===== config.mk =====
export PLATFORM = sky130hd
export DESIGN_NAME = bounded_deque_with_delete_flat
export DESIGN_NICKNAME = d
export VERILOG_FILES = /design/src/rtl/core/bdq_pkg.sv /design/src/rtl/core/bdq_req_if.sv /design/src/rtl/core/bdq_rsp_if.sv /design/src/rtl/core/bdq_ram.sv /design/src/rtl/core/bounded_deque_with_delete.sv /design/src/flat_wrapper.sv
export SDC_FILE = /design/constraint.sdc
export NUM_CORES = 1
export LEC_CHECK = 0
export ABC_AREA = 1
export BUFFER_PORTS_ARGS = -buffer_cell sky130_fd_sc_hd__buf_2
export CELL_PAD_IN_SITES_DETAIL_PLACEMENT = 1
export CELL_PAD_IN_SITES_GLOBAL_PLACEMENT = 2
export CORE_ASPECT_RATIO = 0.8
export CORE_MARGIN = 4
export CORE_UTILIZATION = 38
export CTS_CLUSTER_SIZE = 14
export DETAILED_ROUTE_END_ITERATION = 6
export PLACE_DENSITY = 0.8
export SYNTH_ARGS = -nofsm -noshare
export SYNTH_HDL_FRONTEND = slang
export SYNTH_SLANG_ARGS = --single-unit

===== constraint.sdc =====
create_clock -name clk -period 3.4 [get_ports clk]
set_clock_uncertainty 0.15 [all_clocks]
set_input_delay 0.34 -clock clk [delete_from_list [all_inputs] [get_ports clk]]
set_output_delay 0.34 -clock clk [all_outputs]
set_load 0.1 [all_outputs]

===== src/rtl/core/bdq_pkg.sv =====
// ----------------------------------------------------------------------------
// Deque package
// Shared widths, operation and status codes, controller states and the
// circular address helper of the bounded deque.
// ----------------------------------------------------------------------------
package bdq_pkg;

  localparam int DEPTH    = 16;
  localparam int ADDR_W   = $clog2(DEPTH);
  localparam int CNT_W    = $clog2(DEPTH + 1);
  localparam int OFF_W    = CNT_W + 1;
  localparam int SUM_W    = CNT_W + 2;
  localparam int DATA_W   = 32;
  localparam int OP_W     = 3;
  localparam int STATUS_W = 2;
  localparam int COUNT_W  = 5;

  typedef enum logic [OP_W-1:0] {
    OP_PUSH_FRONT = 3'd0,
    OP_PUSH_BACK  = 3'd1,
    OP_POP_FRONT  = 3'd2,
    OP_POP_BACK   = 3'd3,
    OP_DELETE     = 3'd4,
    OP_CLEAR      = 3'd5,
    OP_DUMP       = 3'd6
  } opcode_t;

  typedef enum logic [STATUS_W-1:0] {
    ST_OK        = 2'd0,
    ST_EMPTY     = 2'd1,
    ST_FULL      = 2'd2,
    ST_NOT_FOUND = 2'd3
  } status_t;

  typedef enum logic [2:0] {
    S_IDLE,
    S_EXEC,
    S_POP,
    S_SCAN,
    S_SHIFT,
    S_DUMP,
    S_RESP
  } state_t;

  // Position of the element at a given offset from the front, modulo DEPTH.
  function automatic logic [ADDR_W-1:0] slot(input logic [ADDR_W-1:0] head,
                                             input logic [OFF_W-1:0] off);
    logic [SUM_W-1:0] s;
    s = SUM_W'(head) + SUM_W'(off);
    if (s >= SUM_W'(DEPTH)) s = s - SUM_W'(DEPTH);
    if (s >= SUM_W'(DEPTH)) s = s - SUM_W'(DEPTH);
    return s[ADDR_W-1:0];
  endfunction

  function automatic logic [COUNT_W-1:0] count_field(input logic [CNT_W-1:0] c);
    logic [CNT_W+COUNT_W-1:0] w;
    w = {{COUNT_W{1'b0}}, c};
    return w[COUNT_W-1:0];
  endfunction

endpackage


===== src/rtl/core/bdq_req_if.sv =====
// ----------------------------------------------------------------------------
// Deque request channel
// Valid/ready channel that carries one operation and its operand word.
// ----------------------------------------------------------------------------
interface bdq_req_if;
  logic                              valid;
  logic                              ready;
  logic [bdq_pkg::OP_W-1:0]          opcode;
  logic signed [bdq_pkg::DATA_W-1:0] value;

  modport source (output valid, output opcode, output value, input ready);
  modport sink (input valid, input opcode, input value, output ready);
endinterface


===== src/rtl/core/bdq_rsp_if.sv =====
// ----------------------------------------------------------------------------
// Deque response channel
// Valid/ready channel that carries one result of an operation.
// ----------------------------------------------------------------------------
interface bdq_rsp_if;
  logic                              valid;
  logic                              ready;
  logic [bdq_pkg::STATUS_W-1:0]      status;
  logic signed [bdq_pkg::DATA_W-1:0] data;
  logic [bdq_pkg::COUNT_W-1:0]       count;
  logic                              last;

  modport source (output valid, output status, output data, output count, output last,
                  input ready);
  modport sink (input valid, input status, input data, input count, input last,
                output ready);
endinterface


===== src/rtl/core/bdq_ram.sv =====
// ----------------------------------------------------------------------------
// Generic RAM
// One write port and one read port with registered read data.
// ----------------------------------------------------------------------------
module bdq_ram #(
  parameter int WIDTH = 32,
  parameter int DEPTH = 16
) (
  input  logic                     clk,
  input  logic                     we,
  input  logic [$clog2(DEPTH)-1:0] waddr,
  input  logic [WIDTH-1:0]         wdata,
  input  logic [$clog2(DEPTH)-1:0] raddr,
  output logic [WIDTH-1:0]         rdata
);

  logic [WIDTH-1:0] mem [DEPTH];

  always_ff @(posedge clk) begin
    if (we) begin
      mem[waddr] <= wdata;
    end
    rdata <= mem[raddr];
  end

endmodule


===== src/rtl/core/bounded_deque_with_delete.sv =====
// ----------------------------------------------------------------------------
// Bounded deque with delete by value
// Push and clear answer straight from execute; pop reads its element in a pop
// state first, delete scans for the value and shifts the later elements down
// over it, and dump walks the elements, one result per cycle while the output
// register can load. A new request is taken once the last result is loaded
// into the output register. The walk over the element RAM sets the delete and
// dump times. Reset empties the deque at once; the element RAM is not cleared.
// ----------------------------------------------------------------------------
module bounded_deque_with_delete (
  input  logic      clk,
  input  logic      rst,
  bdq_req_if.sink   req,
  bdq_rsp_if.source rsp
);
  import bdq_pkg::*;

  state_t              state, state_next;
  opcode_t             op;
  logic [DATA_W-1:0]   val;
  logic [ADDR_W-1:0]   head, head_next;
  logic [CNT_W-1:0]    count, count_next;
  logic [CNT_W-1:0]    idx, idx_next;
  status_t             resp_status, resp_status_next;
  logic [DATA_W-1:0]   resp_data, resp_data_next;

  logic                out_valid;
  status_t             out_status;
  logic [DATA_W-1:0]   out_data;
  logic [COUNT_W-1:0]  out_count;
  logic                out_last;

  logic                mem_we;
  logic [ADDR_W-1:0]   mem_waddr, mem_raddr;
  logic [DATA_W-1:0]   mem_wdata, mem_rdata;

  logic                can_load, out_load, dump_last;
  logic [OFF_W-1:0]    idx_p1, idx_p2, cnt_ext;
  logic [ADDR_W-1:0]   head_dec;
  logic                full, empty;

  assign idx_p1    = OFF_W'(idx) + OFF_W'(1);
  assign idx_p2    = OFF_W'(idx) + OFF_W'(2);
  assign cnt_ext   = OFF_W'(count);
  assign head_dec  = (head == '0) ? ADDR_W'(DEPTH - 1) : head - ADDR_W'(1);
  assign full      = (count == CNT_W'(DEPTH));
  assign empty     = (count == '0);
  assign can_load  = !out_valid || rsp.ready;
  assign dump_last = (idx_p1 == cnt_ext);
  assign out_load  = can_load && (state == S_RESP || state == S_DUMP);

  assign req.ready  = (state == S_IDLE);
  assign rsp.valid  = out_valid;
  assign rsp.status = out_status;
  assign rsp.data   = out_data;
  assign rsp.count  = out_count;
  assign rsp.last   = out_last;

  bdq_ram #(
    .WIDTH (DATA_W),
    .DEPTH (DEPTH)
  ) u_store (
    .clk   (clk),
    .we    (mem_we),
    .waddr (mem_waddr),
    .wdata (mem_wdata),
    .raddr (mem_raddr),
    .rdata (mem_rdata)
  );

  always_comb begin
    state_next       = state;
    head_next        = head;
    count_next       = count;
    idx_next         = idx;
    resp_status_next = resp_status;
    resp_data_next   = resp_data;
    unique case (state)
      S_IDLE: begin
        if (req.valid) begin
          state_next = S_EXEC;
        end
      end
      S_EXEC: begin
        resp_status_next = ST_OK;
        resp_data_next   = '0;
        idx_next         = '0;
        state_next       = S_RESP;
        case (op) inside
          OP_PUSH_FRONT, OP_PUSH_BACK: begin
            if (full) begin
              resp_status_next = ST_FULL;
            end else begin
              count_next = count + CNT_W'(1);
              if (op == OP_PUSH_FRONT) head_next = head_dec;
            end
          end
          OP_POP_FRONT, OP_POP_BACK: begin
            if (empty) resp_status_next = ST_EMPTY;
            else state_next = S_POP;
          end
          OP_DELETE: begin
            if (empty) resp_status_next = ST_EMPTY;
            else state_next = S_SCAN;
          end
          OP_CLEAR: begin
            count_next = '0;
            head_next  = '0;
          end
          OP_DUMP: begin
            if (empty) resp_status_next = ST_EMPTY;
            else state_next = S_DUMP;
          end
          default: begin
          end
        endcase
      end
      S_POP: begin
        resp_data_next = mem_rdata;
        count_next     = count - CNT_W'(1);
        if (op == OP_POP_FRONT) head_next = slot(head, OFF_W'(1));
        state_next = S_RESP;
      end
      S_SCAN: begin
        if (mem_rdata == val) begin
          if (idx_p1 == cnt_ext) begin
            count_next     = count - CNT_W'(1);
            resp_data_next = val;
            state_next     = S_RESP;
          end else begin
            state_next = S_SHIFT;
          end
        end else if (idx_p1 == cnt_ext) begin
          resp_status_next = ST_NOT_FOUND;
          state_next       = S_RESP;
        end else begin
          idx_next = idx + CNT_W'(1);
        end
      end
      S_SHIFT: begin
        if (idx_p2 == cnt_ext) begin
          count_next     = count - CNT_W'(1);
          resp_data_next = val;
          state_next     = S_RESP;
        end else begin
          idx_next = idx + CNT_W'(1);
        end
      end
      S_DUMP: begin
        if (can_load) begin
          idx_next = idx + CNT_W'(1);
          if (dump_last) state_next = S_IDLE;
        end
      end
      S_RESP: begin
        if (can_load) state_next = S_IDLE;
      end
      default: begin
        state_next = S_IDLE;
      end
    endcase
  end

  always_comb begin
    mem_we    = 1'b0;
    mem_waddr = slot(head, cnt_ext);
    mem_wdata = val;
    mem_raddr = head;
    unique case (state)
      S_EXEC: begin
        if ((op == OP_PUSH_FRONT || op == OP_PUSH_BACK) && !full) begin
          mem_we    = 1'b1;
          mem_waddr = (op == OP_PUSH_FRONT) ? head_dec : slot(head, cnt_ext);
        end
        if (op == OP_POP_BACK) mem_raddr = slot(head, cnt_ext - OFF_W'(1));
      end
      S_SCAN: begin
        mem_raddr = slot(head, idx_p1);
      end
      S_SHIFT: begin
        mem_we    = 1'b1;
        mem_waddr = slot(head, OFF_W'(idx));
        mem_wdata = mem_rdata;
        mem_raddr = slot(head, idx_p2);
      end
      S_DUMP: begin
        mem_raddr = can_load ? slot(head, idx_p1) : slot(head, OFF_W'(idx));
      end
      default: begin
      end
    endcase
  end

  always_ff @(posedge clk) begin
    if (rst) begin
      state     <= S_IDLE;
      head      <= '0;
      count     <= '0;
      out_valid <= 1'b0;
    end else begin
      state <= state_next;
      head  <= head_next;
      count <= count_next;
      if (out_load) out_valid <= 1'b1;
      else if (rsp.ready) out_valid <= 1'b0;
    end
  end

  always_ff @(posedge clk) begin
    idx         <= idx_next;
    resp_status <= resp_status_next;
    resp_data   <= resp_data_next;
    if (req.valid && req.ready) begin
      op  <= opcode_t'(req.opcode);
      val <= req.value;
    end
    if (out_load) begin
      out_count <= count_field(count);
      if (state == S_DUMP) begin
        out_status <= ST_OK;
        out_data   <= mem_rdata;
        out_last   <= dump_last;
      end else begin
        out_status <= resp_status;
        out_data   <= resp_data;
        out_last   <= 1'b1;
      end
    end
  end

  assert property (@(posedge clk) disable iff (rst) count <= CNT_W'(DEPTH))
    else $error("Element count exceeds the deque depth.");

  assert property (@(posedge clk) disable iff (rst) head <= ADDR_W'(DEPTH - 1))
    else $error("Head index is outside the element store.");

  assert property (@(posedge clk) disable iff (rst)
                   (state == S_SHIFT) |-> (mem_waddr != mem_raddr))
    else $error("Compaction reads the entry that it writes.");

  assert property (@(posedge clk) disable iff (rst)
                   (state == S_RESP && can_load) |=> (rsp.valid && rsp.last))
    else $error("Single result transaction is not marked last.");

endmodule

===== src/flat_wrapper.sv =====
// flat-port wrapper written by rule: the top's interface ports become plain ports
module bounded_deque_with_delete_flat import bdq_pkg::*;
  (clk, rst, req_valid, req_opcode, req_value, req_ready, rsp_valid, rsp_status, rsp_data, rsp_count, rsp_last, rsp_ready);
  bdq_req_if req_i ();
  bdq_rsp_if rsp_i ();
  input  logic clk;
  input  logic rst;
  input wire logic [$bits(req_i.valid)-1:0] req_valid;
  input wire logic [$bits(req_i.opcode)-1:0] req_opcode;
  input wire logic [$bits(req_i.value)-1:0] req_value;
  output wire logic [$bits(req_i.ready)-1:0] req_ready;
  output wire logic [$bits(rsp_i.valid)-1:0] rsp_valid;
  output wire logic [$bits(rsp_i.status)-1:0] rsp_status;
  output wire logic [$bits(rsp_i.data)-1:0] rsp_data;
  output wire logic [$bits(rsp_i.count)-1:0] rsp_count;
  output wire logic [$bits(rsp_i.last)-1:0] rsp_last;
  input wire logic [$bits(rsp_i.ready)-1:0] rsp_ready;
  assign req_i.valid = req_valid;
  assign req_i.opcode = req_opcode;
  assign req_i.value = req_value;
  assign req_ready = req_i.ready;
  assign rsp_valid = rsp_i.valid;
  assign rsp_status = rsp_i.status;
  assign rsp_data = rsp_i.data;
  assign rsp_count = rsp_i.count;
  assign rsp_last = rsp_i.last;
  assign rsp_i.ready = rsp_ready;
  bounded_deque_with_delete u_core (.clk(clk), .rst(rst), .req(req_i), .rsp(rsp_i));
endmodule

==> impl_results.rst, run 1 <==
.. list-table::
   :header-rows: 1

   * - Metric
     - Value
   * - Commonest non-fill, non-tap cell in the layout
     - sky130_fd_sc_hd__nand2_1
   * - Power density cells
     - roughly 1100 nW/um2
   * - Crit share post-route
     - between 90% and 100%
   * - Share of synthesized flip-flops with an asynchronous set or reset
     - 0%
   * - Vias in the first global route
     - 21700
   * - Relative slew margins
     - between 40% and 50%
   * - Largest fanout on the critical path
     - 38
   * - Clock Path Buffers
     - 3
   * - Minimum period implied by the final worst setup slack
     - ~3.3 ns
   * - Average wire per cell in the routed design
     - around 23 um
   * - WHS Path Cells
     - 2
   * - Signal arrival time at the worst endpoint
     - around 3.6 ns
   * - Die height
     - around 250 um
   * - Crit. End Element
     - flip-flop
   * - PnR worst setup slack
     - 0.128 ns
   * - RSZ-0062 raised after global routing
     - true
   * - H-tree levels
     - 3
   * - Final-layout setup total negative slack
     - 0 ns
   * - Initial antenna violation count
     - 0
   * - Worst voltage drop across the vdd grid
     - 0.000949 V
   * - Relative contribution of combinational cells to total power
     - between 40 and 50%
   * - Drt pass-1 iters
     - 6
   * - Fraction of layout cells with a size suffix above 1
     - around an eighth
   * - Number of failing setup endpoints in the final timing report
     - 0
   * - Via density per instance
     - 5.47
   * - Number of nets in the final layout
     - 2881
   * - Placeable core region
     - around 75000 um2
   * - Status
     - completed
   * - Startpoint-to-endpoint class of the critical path
     - reg2reg
   * - Antenna cell count
     - 0
   * - Area of the die
     - just over 80000 um2
   * - Weighted congestion reported at the end of routability-driven placement
     - 0.866
   * - Flops & latches, synth
     - around 670
   * - Clk network pwr share
     - between 10% and 20%
   * - Later-pin clock latency in the skew report
     - approximately 0.64 ns
   * - Post-synth EDFFs
     - between 600 and 700
   * - Required time worst endpoint
     - roughly 3.8 ns
   * - Share of the core filled with cells
     - 45.2%
   * - TritonCTS buffer count
     - just under 70
   * - Cell depth of the worst flop-to-flop path
     - 14
   * - Leakage
     - between 10 and 15 nW
   * - Number of hold violations in the final report
     - 0
   * - Slew at the pin with the worst max-slew slack
     - ~0.84 ns
   * - Horizontal die dimension
     - ~320 um
   * - Commonest cells after routing, fill and taps aside
     - 708 x sky130_fd_sc_hd__nand2_1, 681 x sky130_fd_sc_hd__nand3_1, 626 x sky130_fd_sc_hd__edfxtp_1, 128 x sky130_fd_sc_hd__inv_1, 102 x sky130_fd_sc_hd__o21ai_0
   * - Syn Inst Count
     - ~2700
   * - Row count
     - 90
   * - Cell area after synthesis
     - just under 30000 um2
   * - Detailed-placement wirelength estimate
     - ~55000 um
   * - HP Class
     - in2reg
   * - Max-slew violation count
     - 0
   * - Category of the worst setup path launch point
     - flip-flop
   * - Total via count in the routed design
     - about 21000
   * - Maximum clock rate
     - 306 MHz
   * - DR DRC count
     - 0
   * - Overall track demand over capacity in global routing
     - approximately 22%
   * - CTS root buf
     - sky130_fd_sc_hd__clkbuf_16
   * - DRC violation total after the first TritonRoute iteration
     - 1773
   * - Remaining number of nets flagged by the antenna check after routing
     - 0
   * - TritonCTS sink count
     - around 670
   * - Design Area, Final
     - about 34000 um2
   * - Largest net degree at the start of global routing
     - between 150 and 200
   * - Net count after synthesis
     - roughly 2700
   * - Yosys Warn Count
     - 0
   * - Sw Pwr
     - 17.2 mW
   * - Mean instance size in the synthesized netlist
     - 10.9 um2
   * - Fraction of power spent switching nets
     - 44.9%
   * - Final WL
     - ~90000 um
   * - Area Growth Syn to Fin
     - 17.8%
   * - Number of distinct library cell variants in the gate-level netlist after synthesis
     - 36
   * - TritonCTS clock tree
     - yes
   * - Number of max-capacitance violations reported
     - 0
   * - Register clock-pin slew on the reported worst setup and hold paths
     - about 0.06 ns
   * - Initial Utilization
     - a little under two fifths
   * - Seq/Total Area, Yosys
     - slightly below 70%
   * - Remaining global-route overflow
     - 0
   * - Port Buf Inserts
     - 80
   * - Sequential group share of total power
     - about a third
   * - Cell Area, Placed
     - approximately 31000 um2
   * - Worst slack at placement
     - about 0.054 ns
   * - Wire length of the first global-routing pass
     - around 140000 um
   * - Num ports
     - 81
   * - Dominant synthesized flop cell
     - sky130_fd_sc_hd__edfxtp_1
   * - Internal power
     - 21.1 mW
==> path summary, 6_finish.rpt <==
kind	startpoint	to	slack [ns]
worst max register to register	u_core.idx[1]$_SDFFCE_PN0P_	u_core.u_store.rdata[22]$_DFF_P_	0.13
worst min-delay path	req_value[8]	u_core.val[8]$_DFFE_PP_	0.25
worst max-delay path	u_core.idx[1]$_SDFFCE_PN0P_	u_core.u_store.rdata[22]$_DFF_P_	0.13
worst min register to register	u_core.resp_data[9]$_DFFE_PP_	u_core.rsp.data[9]$_DFFE_PP_	0.38
==> power by group through the flow <==
stage / combinational [mW] / clock [mW] / sequential, mW
6_report: 18.6 / 7.57 / 12.1
3_3_place_gp: 17.8 / 0 / 12.2
2_1_floorplan: 11.3 / 0 / 12.5
5_1_grt: 20.5 / 8.06 / 12.2
3_5_place_dp: 18.3 / 0 / 12.3
4_1_cts: 18.5 / 7.70 / 12.1
==> cell families after synthesis <==
kind of cell | after synthesis | share of synthesized area [%]
buf+inv | 296 | 4.46
fa+ha+maj | 26 | 1.25
xor+xnor | 30 | 0.907
compound gates | 153 | 2.82
simple gates | 1485 | 22.6
flops | 671 | 68.0
==> area by class of cell <==
type	count	area [um2]
clock inverters	35	314
clock buffers	90	1900
flip-flops and latches	671	19700
multi-input cells	1694	8180
repair buffers	242	2230
fillers	8164	41300
well taps	1012	1270
inverters	139	524
==> critical path, stage by stage, from the launching register on <==
cell and delay (ns):
sky130_fd_sc_hd__edfxtp_1 0.51, sky130_fd_sc_hd__ha_1 0.42, sky130_fd_sc_hd__inv_1 0.08, sky130_fd_sc_hd__fa_1 0.57
sky130_fd_sc_hd__nand2_1 0.08, sky130_fd_sc_hd__o211ai_1 0.11, sky130_fd_sc_hd__nand3_1 0.15, sky130_fd_sc_hd__nand2_4 0.17
sky130_fd_sc_hd__buf_16 0.26, sky130_fd_sc_hd__buf_12 0.19, sky130_fd_sc_hd__nand3_1 0.08, sky130_fd_sc_hd__nand3_1 0.13
sky130_fd_sc_hd__nand2_1 0.09, sky130_fd_sc_hd__nand2_1 0.06, sky130_fd_sc_hd__nand2_1 0.05
==> cell usage after synthesis, types with 2 or more instances <==
cell / count / share of area (%)
sky130_fd_sc_hd__nor3_1: 2 / 0.035
sky130_fd_sc_hd__inv_1: 129 / 1.7
sky130_fd_sc_hd__fa_1: 5 / 0.35
sky130_fd_sc_hd__xnor2_1: 20 / 0.60
sky130_fd_sc_hd__a21oi_1: 18 / 0.31
sky130_fd_sc_hd__dfxtp_1: 45 / 3.1
sky130_fd_sc_hd__o21ai_0: 103 / 1.8
sky130_fd_sc_hd__buf_4: 6 / 0.16
sky130_fd_sc_hd__nand2_1: 709 / 9.2
sky130_fd_sc_hd__nand3_1: 682 / 12
sky130_fd_sc_hd__clkbuf_1: 29 / 0.38
sky130_fd_sc_hd__nand4_1: 9 / 0.19
sky130_fd_sc_hd__xor2_1: 10 / 0.30
sky130_fd_sc_hd__o31ai_1: 2 / 0.052
sky130_fd_sc_hd__buf_2: 120 / 2.1
sky130_fd_sc_hd__nand2_2: 4 / 0.086
sky130_fd_sc_hd__o21ai_1: 2 / 0.035
sky130_fd_sc_hd__nor2_1: 69 / 0.89
sky130_fd_sc_hd__nor2_4: 4 / 0.16
sky130_fd_sc_hd__inv_2: 10 / 0.13
sky130_fd_sc_hd__a21boi_1: 2 / 0.052
sky130_fd_sc_hd__ha_1: 21 / 0.91
sky130_fd_sc_hd__edfxtp_1: 626 / 65
sky130_fd_sc_hd__nand3b_1: 2 / 0.052
sky130_fd_sc_hd__o22ai_1: 21 / 0.45
==> per-layer routing <==
| metal | track usage (%) | share of wire (%) | up-vias |
|---|---|---|---|
| met2 | 35.9 | 47 | 660 |
| met4 | 6.92 | 2.9 | 0 |
| met1 | 30.8 | 44 | 10800 |
| met3 | 3.81 | 5.7 | 134 |
| met5 | 0 | 0 | - |
| li1 | - | - | 9640 |
==> flip-flops by register name (all words and copies together), names as in the netlist, 2 cells and up <==
signal / flops
u_core.u_store.mem: 512
u_core.resp_data: 32
u_core.rsp.data: 32
u_core.u_store.rdata: 32
u_core.val: 32
u_core.count: 5
u_core.idx: 5
u_core.rsp.count: 5
u_core.head: 4
u_core.op: 3
u_core.state: 3
u_core.resp_status: 2
u_core.rsp.status: 2
==> timing repair <==
item                                    CTS  global route
gates resized for setup                   0             6
buffers inserted                          0             2
hold buffers                             36             0
endpoints found under the setup margin    0           292
hold endpoints to repair                 38             0
==> stage by stage <==
stage	hold slack, ns	power, mW	std cells
final	0.254	38.3	3883
after detailed placement	0.367	30.6	3719
after global routing	0.255	40.7	3883
after CTS	0.217	38.3	3880
after floorplan	0.253	23.8	2661
after global placement	0.361	30.0	3719
Note: power is estimated with default switching activity, not from simulation.
==> run 2: changes to the inputs <==
CORE_UTILIZATION = 35   (was 38)
PLACE_DENSITY = 0.75   (was 0.8)
==> impl_results.rst, run 2 (synthesis gave the netlist of run 1 again) <==
.. list-table::
   :header-rows: 1

   * - Metric
     - Value
   * - Status
     - completed
   * - Number of failing setup endpoints in the final timing report
     - 0 (unchanged)
   * - Drt pass-1 iters
     - 5 (-1)
   * - Relative contribution of combinational cells to total power
     - 48.8% (about the same)
   * - Num ports
     - 81 (unchanged)
   * - Required time worst endpoint
     - 3.55 ns (-0.22 ns)
   * - Total via count in the routed design
     - 20900 (-1.6%)
   * - Fraction of layout cells with a size suffix above 1
     - 11.9% (-0.31 points)
   * - DR DRC count
     - 0 (unchanged)
   * - Average wire per cell in the routed design
     - 22.5 um (-3.4%)
   * - Storage element area
     - 19700 um2 (about the same)
   * - Wire length of the first global-routing pass
     - 135000 um (about the same)
   * - TritonCTS clock tree
     - yes
   * - Area Growth Syn to Fin
     - 17.7% (about the same)
   * - Number of flip-flops under the largest register name
     - 512 (unchanged)
   * - Category of the worst setup path launch point
     - flip-flop
   * - TritonCTS buffer count
     - 67 (-1.5%)
   * - Startpoint-to-endpoint class of the critical path
     - reg2reg
   * - Initial Utilization
     - 35.3% (-3.1 points)
   * - Crit share post-route
     - 95.5% (-0.79 points)
   * - Maximum clock rate
     - 308 MHz (+0.83%)
   * - Weighted congestion reported at the end of routability-driven placement
     - 0.841 (-2.9%)
   * - Max-slew violation count
     - 0 (unchanged)
   * - DRC violation total after the first TritonRoute iteration
     - 1568 (-12%)
   * - Clock Path Buffers
     - 3 (unchanged)
   * - Register clock-pin slew on the reported worst setup and hold paths
     - 0.07 ns (about the same)
   * - Critical path's largest stage delay
     - 0.54 ns (-0.03 ns)
   * - Final WL
     - 89200 um (-1.3%)
   * - H-tree levels
     - 3 (unchanged)
   * - Overall track demand over capacity in global routing
     - 20.3% (-1.9 points)
   * - Power density cells
     - 1110 nW/um2 (-1.1%)
   * - Largest fanout on the critical path
     - 19 (-50%)
   * - Number of max-capacitance violations reported
     - 0 (unchanged)
   * - TritonCTS sink count
     - 671 (unchanged)
   * - Clk network pwr share
     - 19.4% (-0.4 points)
   * - Initial antenna violation count
     - 0 (unchanged)
   * - Later-pin clock latency in the skew report
     - 0.63 ns (about the same)
   * - Horizontal die dimension
     - 330 um (+4.1%)
   * - Final-layout setup total negative slack
     - 0 ns (unchanged)
   * - Die height
     - 265 um (+4.1%)
   * - Number of hold violations in the final report
     - 0 (unchanged)
   * - Sequential group share of total power
     - 31.8% (+0.3 points)
   * - Multi-input gate area in the final layout
     - 8180 um2 (unchanged)
   * - Placeable core region
     - 82100 um2 (+8.8%)
   * - Worst voltage drop across the vdd grid
     - 0.000741 V (-22%)
   * - CTS root buf
     - sky130_fd_sc_hd__clkbuf_16
   * - RSZ-0062 raised after global routing
     - false
   * - Via density per instance
     - 5.28 (-3.6%)
   * - Number of nets in the final layout
     - 2875 (-0.21%)
   * - Fraction of power spent switching nets
     - 44.8% (-0.12 points)
   * - Largest net degree at the start of global routing
     - 161 (unchanged)
   * - Signal arrival time at the worst endpoint
     - 3.39 ns (-0.25 ns)
   * - Slew at the pin with the worst max-slew slack
     - 0.939 ns (+0.0970 ns)
   * - Relative slew margins
     - 37.4% (-6.5 points)
   * - Area of the die
     - 87500 um2 (+8.3%)
   * - HP Class
     - in2reg
   * - Commonest cells after routing, fill and taps aside
     - 706 x sky130_fd_sc_hd__nand2_1, 682 x sky130_fd_sc_hd__nand3_1, 626 x sky130_fd_sc_hd__edfxtp_1, 128 x sky130_fd_sc_hd__inv_1, 103 x sky130_fd_sc_hd__o21ai_0
   * - Minimum period implied by the final worst setup slack
     - 3.25 ns (-0.0270 ns)
   * - Cell-by-cell trace of the critical path
     - ha_1 -> fa_1 -> o22ai_1 -> inv_1 -> a21oi_1 -> nand2_2 -> nor2_4 -> buf_12
   * - Detailed-placement wirelength estimate
     - 53900 um (-2.3%)
   * - Row count
     - 94 (+4.4%)
   * - Setup slack of the most critical reg-to-reg path
     - 0.15 ns (+0.03 ns)
   * - Antenna cell count
     - 0 (unchanged)
   * - Internal power
     - 20.9 mW (-0.91%)
   * - Port Buf Inserts
     - 80 (unchanged)
   * - Leakage
     - 12.9 nW (-0.65%)
   * - Remaining number of nets flagged by the antenna check after routing
     - 0 (unchanged)
   * - Register with the most flip-flops
     - u_core.u_store.mem
   * - Commonest non-fill, non-tap cell in the layout
     - sky130_fd_sc_hd__nand2_1
   * - Hold WS
     - 0.162 ns (-0.0914 ns)
   * - Sw Pwr
     - 17.0 mW (-1.4%)
   * - Vias in the first global route
     - 22100 (+1.6%)
   * - Crit. End Element
     - flip-flop
   * - Total of fill cells in the finished design
     - 8997 (+10%)
   * - Remaining global-route overflow
     - 0 (unchanged)
   * - Standard cell with the maximum stage delay on the critical path
     - sky130_fd_sc_hd__fa_1
==> run 2: changes by cell type in the layout (fill, tap and decap cells not counted), sizes merged <==
cell and change:
clkinv -8, buf -4, clkbuf +3, clkinvlp +3, bufinv -2, inv -1
==> run 2: path summary, 6_finish.rpt <==
check | from | end | cells after the start
setup reg to reg | u_core.idx[0]$_SDFFCE_PN0P_ | u_core.u_store.mem[14][7]$_DFFE_PP_ | 8
setup / recovery | u_core.idx[0]$_SDFFCE_PN0P_ | u_core.u_store.mem[14][7]$_DFFE_PP_ | 8
hold / removal | req_valid | u_core.val[7]$_DFFE_PP_ | 3
hold reg to reg | u_core.resp_data[3]$_DFFE_PP_ | u_core.rsp.data[3]$_DFFE_PP_ | 2
==> run 2: layout make-up <==
class / instances / area share [%]
Inverter: 139 / 1.54
Tap cell: 1104 / 4.05
Multi-Input combinational cell: 1694 / 24.0
Clock buffer: 94 / 5.52
Timing Repair Buffer: 237 / 6.42
Sequential cell: 671 / 57.8
Clock inverter: 27 / 0.705
==> run 2: metrics by stage <==
| step | util [%] | setup slack, ns | area, um2 | total power [mW] | instances |
|---|---|---|---|---|---|
| 2_1_floorplan | - | -0.238 | 29000 | 23.8 | 2661 |
| 3_3_place_gp | 38.5 | 0.0520 | 31600 | 30.2 | 3808 |
| 3_5_place_dp | 38.5 | 0.0593 | 31600 | 30.7 | 3808 |
| 4_1_cts | 41.5 | 0.0146 | 34100 | 38.2 | 3965 |
| 5_1_grt | 41.5 | 0.0181 | 34100 | 40.4 | 3966 |
| 6_report | 41.5 | 0.155 | 34100 | 37.9 | 3966 |
==> run 2: timing repair <==
item,CTS,global route
endpoints found under the setup margin,0,544
gates resized for setup,0,6
hold buffers,36,0
hold endpoints to repair,38,0
setup buffers,0,1
==> run 2: routing by layer <==
layer  GRT usage (%)  up-vias  share of wire (%)
li1                -     9612                  -
met2            33.0      462                 47
met3            3.05      137                4.1
met4            5.50        0                2.7
met5               0        -                  0
met1            28.5    10700                 46
==> run 2: critical path, delay by kind of cell, from the launching register on <==
family	cells	cell delay, ns
adder cells (fa/ha/maj)	2	0.86
buffers and inverters	2	0.32
flip-flops	1	0.50
AO/OA/AOI/OAI	2	0.58
AND/OR/NAND/NOR	2	0.48
==> run 2: power by group through the flow <==
stage / Combinational [mW] / Sequential, mW / Clock [mW]
2_1_floorplan: 11.3 / 12.5 / 0
3_3_place_gp: 18.0 / 12.2 / 0
3_5_place_dp: 18.5 / 12.2 / 0
4_1_cts: 18.6 / 12.1 / 7.49
5_1_grt: 20.4 / 12.1 / 7.83
6_report: 18.5 / 12.1 / 7.33
==> run 3: changes to the inputs <==
==> constraint.sdc (replaced) <==
create_clock -name clk -period 3.4 [get_ports clk]
set_clock_uncertainty 0.15 [all_clocks]
set_input_delay 0.17 -clock clk [delete_from_list [all_inputs] [get_ports clk]]
set_output_delay 0.17 -clock clk [all_outputs]
set_load 0.1 [all_outputs]
==> impl_results.rst, run 3 (synthesis gave the netlist of run 1 again) <==
.. list-table::
   :header-rows: 1

   * - Metric
     - Value
   * - Total of fill cells in the finished design
     - 8998 (+0.011%)
   * - Routed length on met1
     - 41200 um (-0.50%)
   * - Cell Area, Placed
     - 31600 um2 (unchanged)
   * - Number of failing setup endpoints in the final timing report
     - 0 (unchanged)
   * - CTS root buf
     - sky130_fd_sc_hd__clkbuf_16
   * - Initial Utilization
     - 35.3% (unchanged)
   * - Weighted congestion reported at the end of routability-driven placement
     - 0.841 (unchanged)
   * - DR DRC count
     - 0 (unchanged)
   * - Delay-heaviest family, CP
     - adder cells
   * - Largest fanout on the critical path
     - 19 (unchanged)
   * - Design Area, Final
     - 34100 um2 (about the same)
   * - Required time worst endpoint
     - 3.55 ns (about the same)
   * - Critical path's largest stage delay
     - 0.54 ns (about the same)
   * - Detailed-placement wirelength estimate
     - 53900 um (unchanged)
   * - Commonest non-fill, non-tap cell in the layout
     - sky130_fd_sc_hd__nand2_1
   * - TritonCTS sink count
     - 671 (unchanged)
   * - Slew at the pin with the worst max-slew slack
     - 0.878 ns (-0.0602 ns)
   * - Drt pass-1 iters
     - 5 (unchanged)
   * - HP Class
     - in2reg
   * - Area of the die
     - 87500 um2 (unchanged)
   * - Crit share post-route
     - 95.3% (-0.19 points)
   * - Register clock-pin slew on the reported worst setup and hold paths
     - 0.07 ns (about the same)
   * - Max-slew violation count
     - 0 (unchanged)
   * - Total met2 wirelength after detailed routing
     - 41700 um (-0.11%)
   * - Area Growth Syn to Fin
     - 17.7% (about the same)
   * - WP buf/inv
     - 2 (unchanged)
   * - Startpoint-to-endpoint class of the critical path
     - reg2reg
   * - Placeable core region
     - 82100 um2 (unchanged)
   * - Vias in the first global route
     - 22100 (+0.059%)
   * - Number of max-capacitance violations reported
     - 0 (unchanged)
   * - Leakage
     - 13.0 nW (about the same)
   * - Minimum period implied by the final worst setup slack
     - 3.24 ns (-0.00646 ns)
   * - Fraction of layout cells with a size suffix above 1
     - 11.9% (about the same)
   * - Horizontal die dimension
     - 330 um (unchanged)
   * - Remaining number of nets flagged by the antenna check after routing
     - 0 (unchanged)
   * - Wire length of the first global-routing pass
     - 135000 um (about the same)
   * - Standard cell with the maximum stage delay on the critical path
     - sky130_fd_sc_hd__fa_1
   * - Largest net degree at the start of global routing
     - 161 (unchanged)
   * - Later-pin clock latency in the skew report
     - 0.63 ns (about the same)
   * - Total via count in the routed design
     - 20900 (-0.086%)
   * - Highest metal layer with signal wires
     - met4
   * - PnR worst setup slack
     - 0.161 ns (+0.00646 ns)
   * - Port Buf Inserts
     - 80 (unchanged)
   * - DRC violation total after the first TritonRoute iteration
     - 1554 (-0.89%)
   * - Clock Path Buffers
     - 3 (unchanged)
   * - Final-layout setup total negative slack
     - 0 ns (unchanged)
   * - Initial antenna violation count
     - 0 (unchanged)
   * - Worst voltage drop across the vdd grid
     - 0.000741 V (about the same)
   * - H-tree levels
     - 3 (unchanged)
   * - Antenna cell count
     - 0 (unchanged)
   * - Signal arrival time at the worst endpoint
     - 3.39 ns (about the same)
   * - Status
     - completed
   * - Power density cells
     - 1110 nW/um2 (about the same)
   * - Maximum clock rate
     - 309 MHz (+0.20%)
   * - Average wire per cell in the routed design
     - 22.5 um (about the same)
   * - Commonest cells after routing, fill and taps aside
     - 706 x sky130_fd_sc_hd__nand2_1, 682 x sky130_fd_sc_hd__nand3_1, 626 x sky130_fd_sc_hd__edfxtp_1, 128 x sky130_fd_sc_hd__inv_1, 103 x sky130_fd_sc_hd__o21ai_0
   * - Number of hold violations in the final report
     - 0 (unchanged)
   * - Crit. End Element
     - flip-flop
   * - Remaining global-route overflow
     - 0 (unchanged)
   * - Relative slew margins
     - 41.4% (+4.0 points)
   * - Number of nets in the final layout
     - 2876 (+0.035%)
   * - Row count
     - 94 (unchanged)
   * - Cell-by-cell trace of the critical path
     - ha_1 -> fa_1 -> o22ai_1 -> inv_1 -> a21oi_1 -> nand2_2 -> nor2_4 -> buf_12
   * - Category of the worst setup path launch point
     - flip-flop
   * - Register with the most flip-flops
     - u_core.u_store.mem
   * - Final WL
     - 89200 um (about the same)
   * - Hold WS
     - 0.107 ns (-0.0558 ns)
   * - RSZ-0062 raised after global routing
     - false
   * - TritonCTS clock tree
     - yes
   * - Die height
     - 265 um (unchanged)
   * - Number of flip-flops under the largest register name
     - 512 (unchanged)
   * - Met3 Wirelength
     - 3880 um (+5.6%)
   * - Worst slack at placement
     - 0.0593 ns (unchanged)
   * - TritonCTS buffer count
     - 67 (unchanged)
   * - Via density per instance
     - 5.27 (-0.11%)
   * - Total power consumption of the routed design
     - 37.9 mW (about the same)
   * - Num ports
     - 81 (unchanged)
   * - Overall track demand over capacity in global routing
     - 20.3% (about the same)
[run 3: cell types whose count changed in the layout (fill, tap and decap cells not counted)]
| cell | delta |
|---|---|
| sky130_fd_sc_hd__dlygate4sd3_1 | +1 |
[run 3: through the flow]
stage	instances	utilization [%]
2_1_floorplan	2661	-
3_3_place_gp	3808	38.5
4_1_cts	3966	41.5
5_1_grt	3967	41.5
6_report	3967	41.5
3_5_place_dp	3808	38.5
[run 3: timing repair]
action / 4_1_cts / 5_1_grt
hold endpoints to repair: 56 / 0
setup endpoints to repair: 0 / 544
resized for setup: 0 / 6
hold buffers: 37 / 0
setup buffers: 0 / 1
[run 3: final timing paths]
kind	start	endpoint	slack (ns)	depth (start not counted)
max	u_core.idx[0]$_SDFFCE_PN0P_	u_core.u_store.mem[14][7]$_DFFE_PP_	0.16	8
min	req_value[5]	u_core.val[5]$_DFFE_PP_	0.11	2
max reg2reg	u_core.idx[0]$_SDFFCE_PN0P_	u_core.u_store.mem[14][7]$_DFFE_PP_	0.16	8
min reg2reg	u_core.resp_data[3]$_DFFE_PP_	u_core.rsp.data[3]$_DFFE_PP_	0.39	2
[run 3: cell type report]
cell class                      instances  area [um2]  area share (%)
Inverter                              139         524            1.54
Multi-Input combinational cell       1694        8180            24.0
Clock buffer                           94        1880            5.52
Timing Repair Buffer                  238        2200            6.45
Clock inverter                         27         240           0.704
Sequential cell                       671       19700            57.8
Tap cell                             1104        1380            4.05
[run 3: metal layers]
layer  global-route usage [%]  vias up
met5                        0        -
met4                     5.50        0
met3                     3.05      144
met2                     33.0      468
met1                     28.5    10700
li1                         -     9614
[run 3: power by group]
part,internal [mW],total (mW),switching [mW]
Clock,4.12,7.34,3.22
Combinational,5.40,18.5,13.1
Sequential,11.4,12.1,0.682
Total,20.9,37.9,17.0
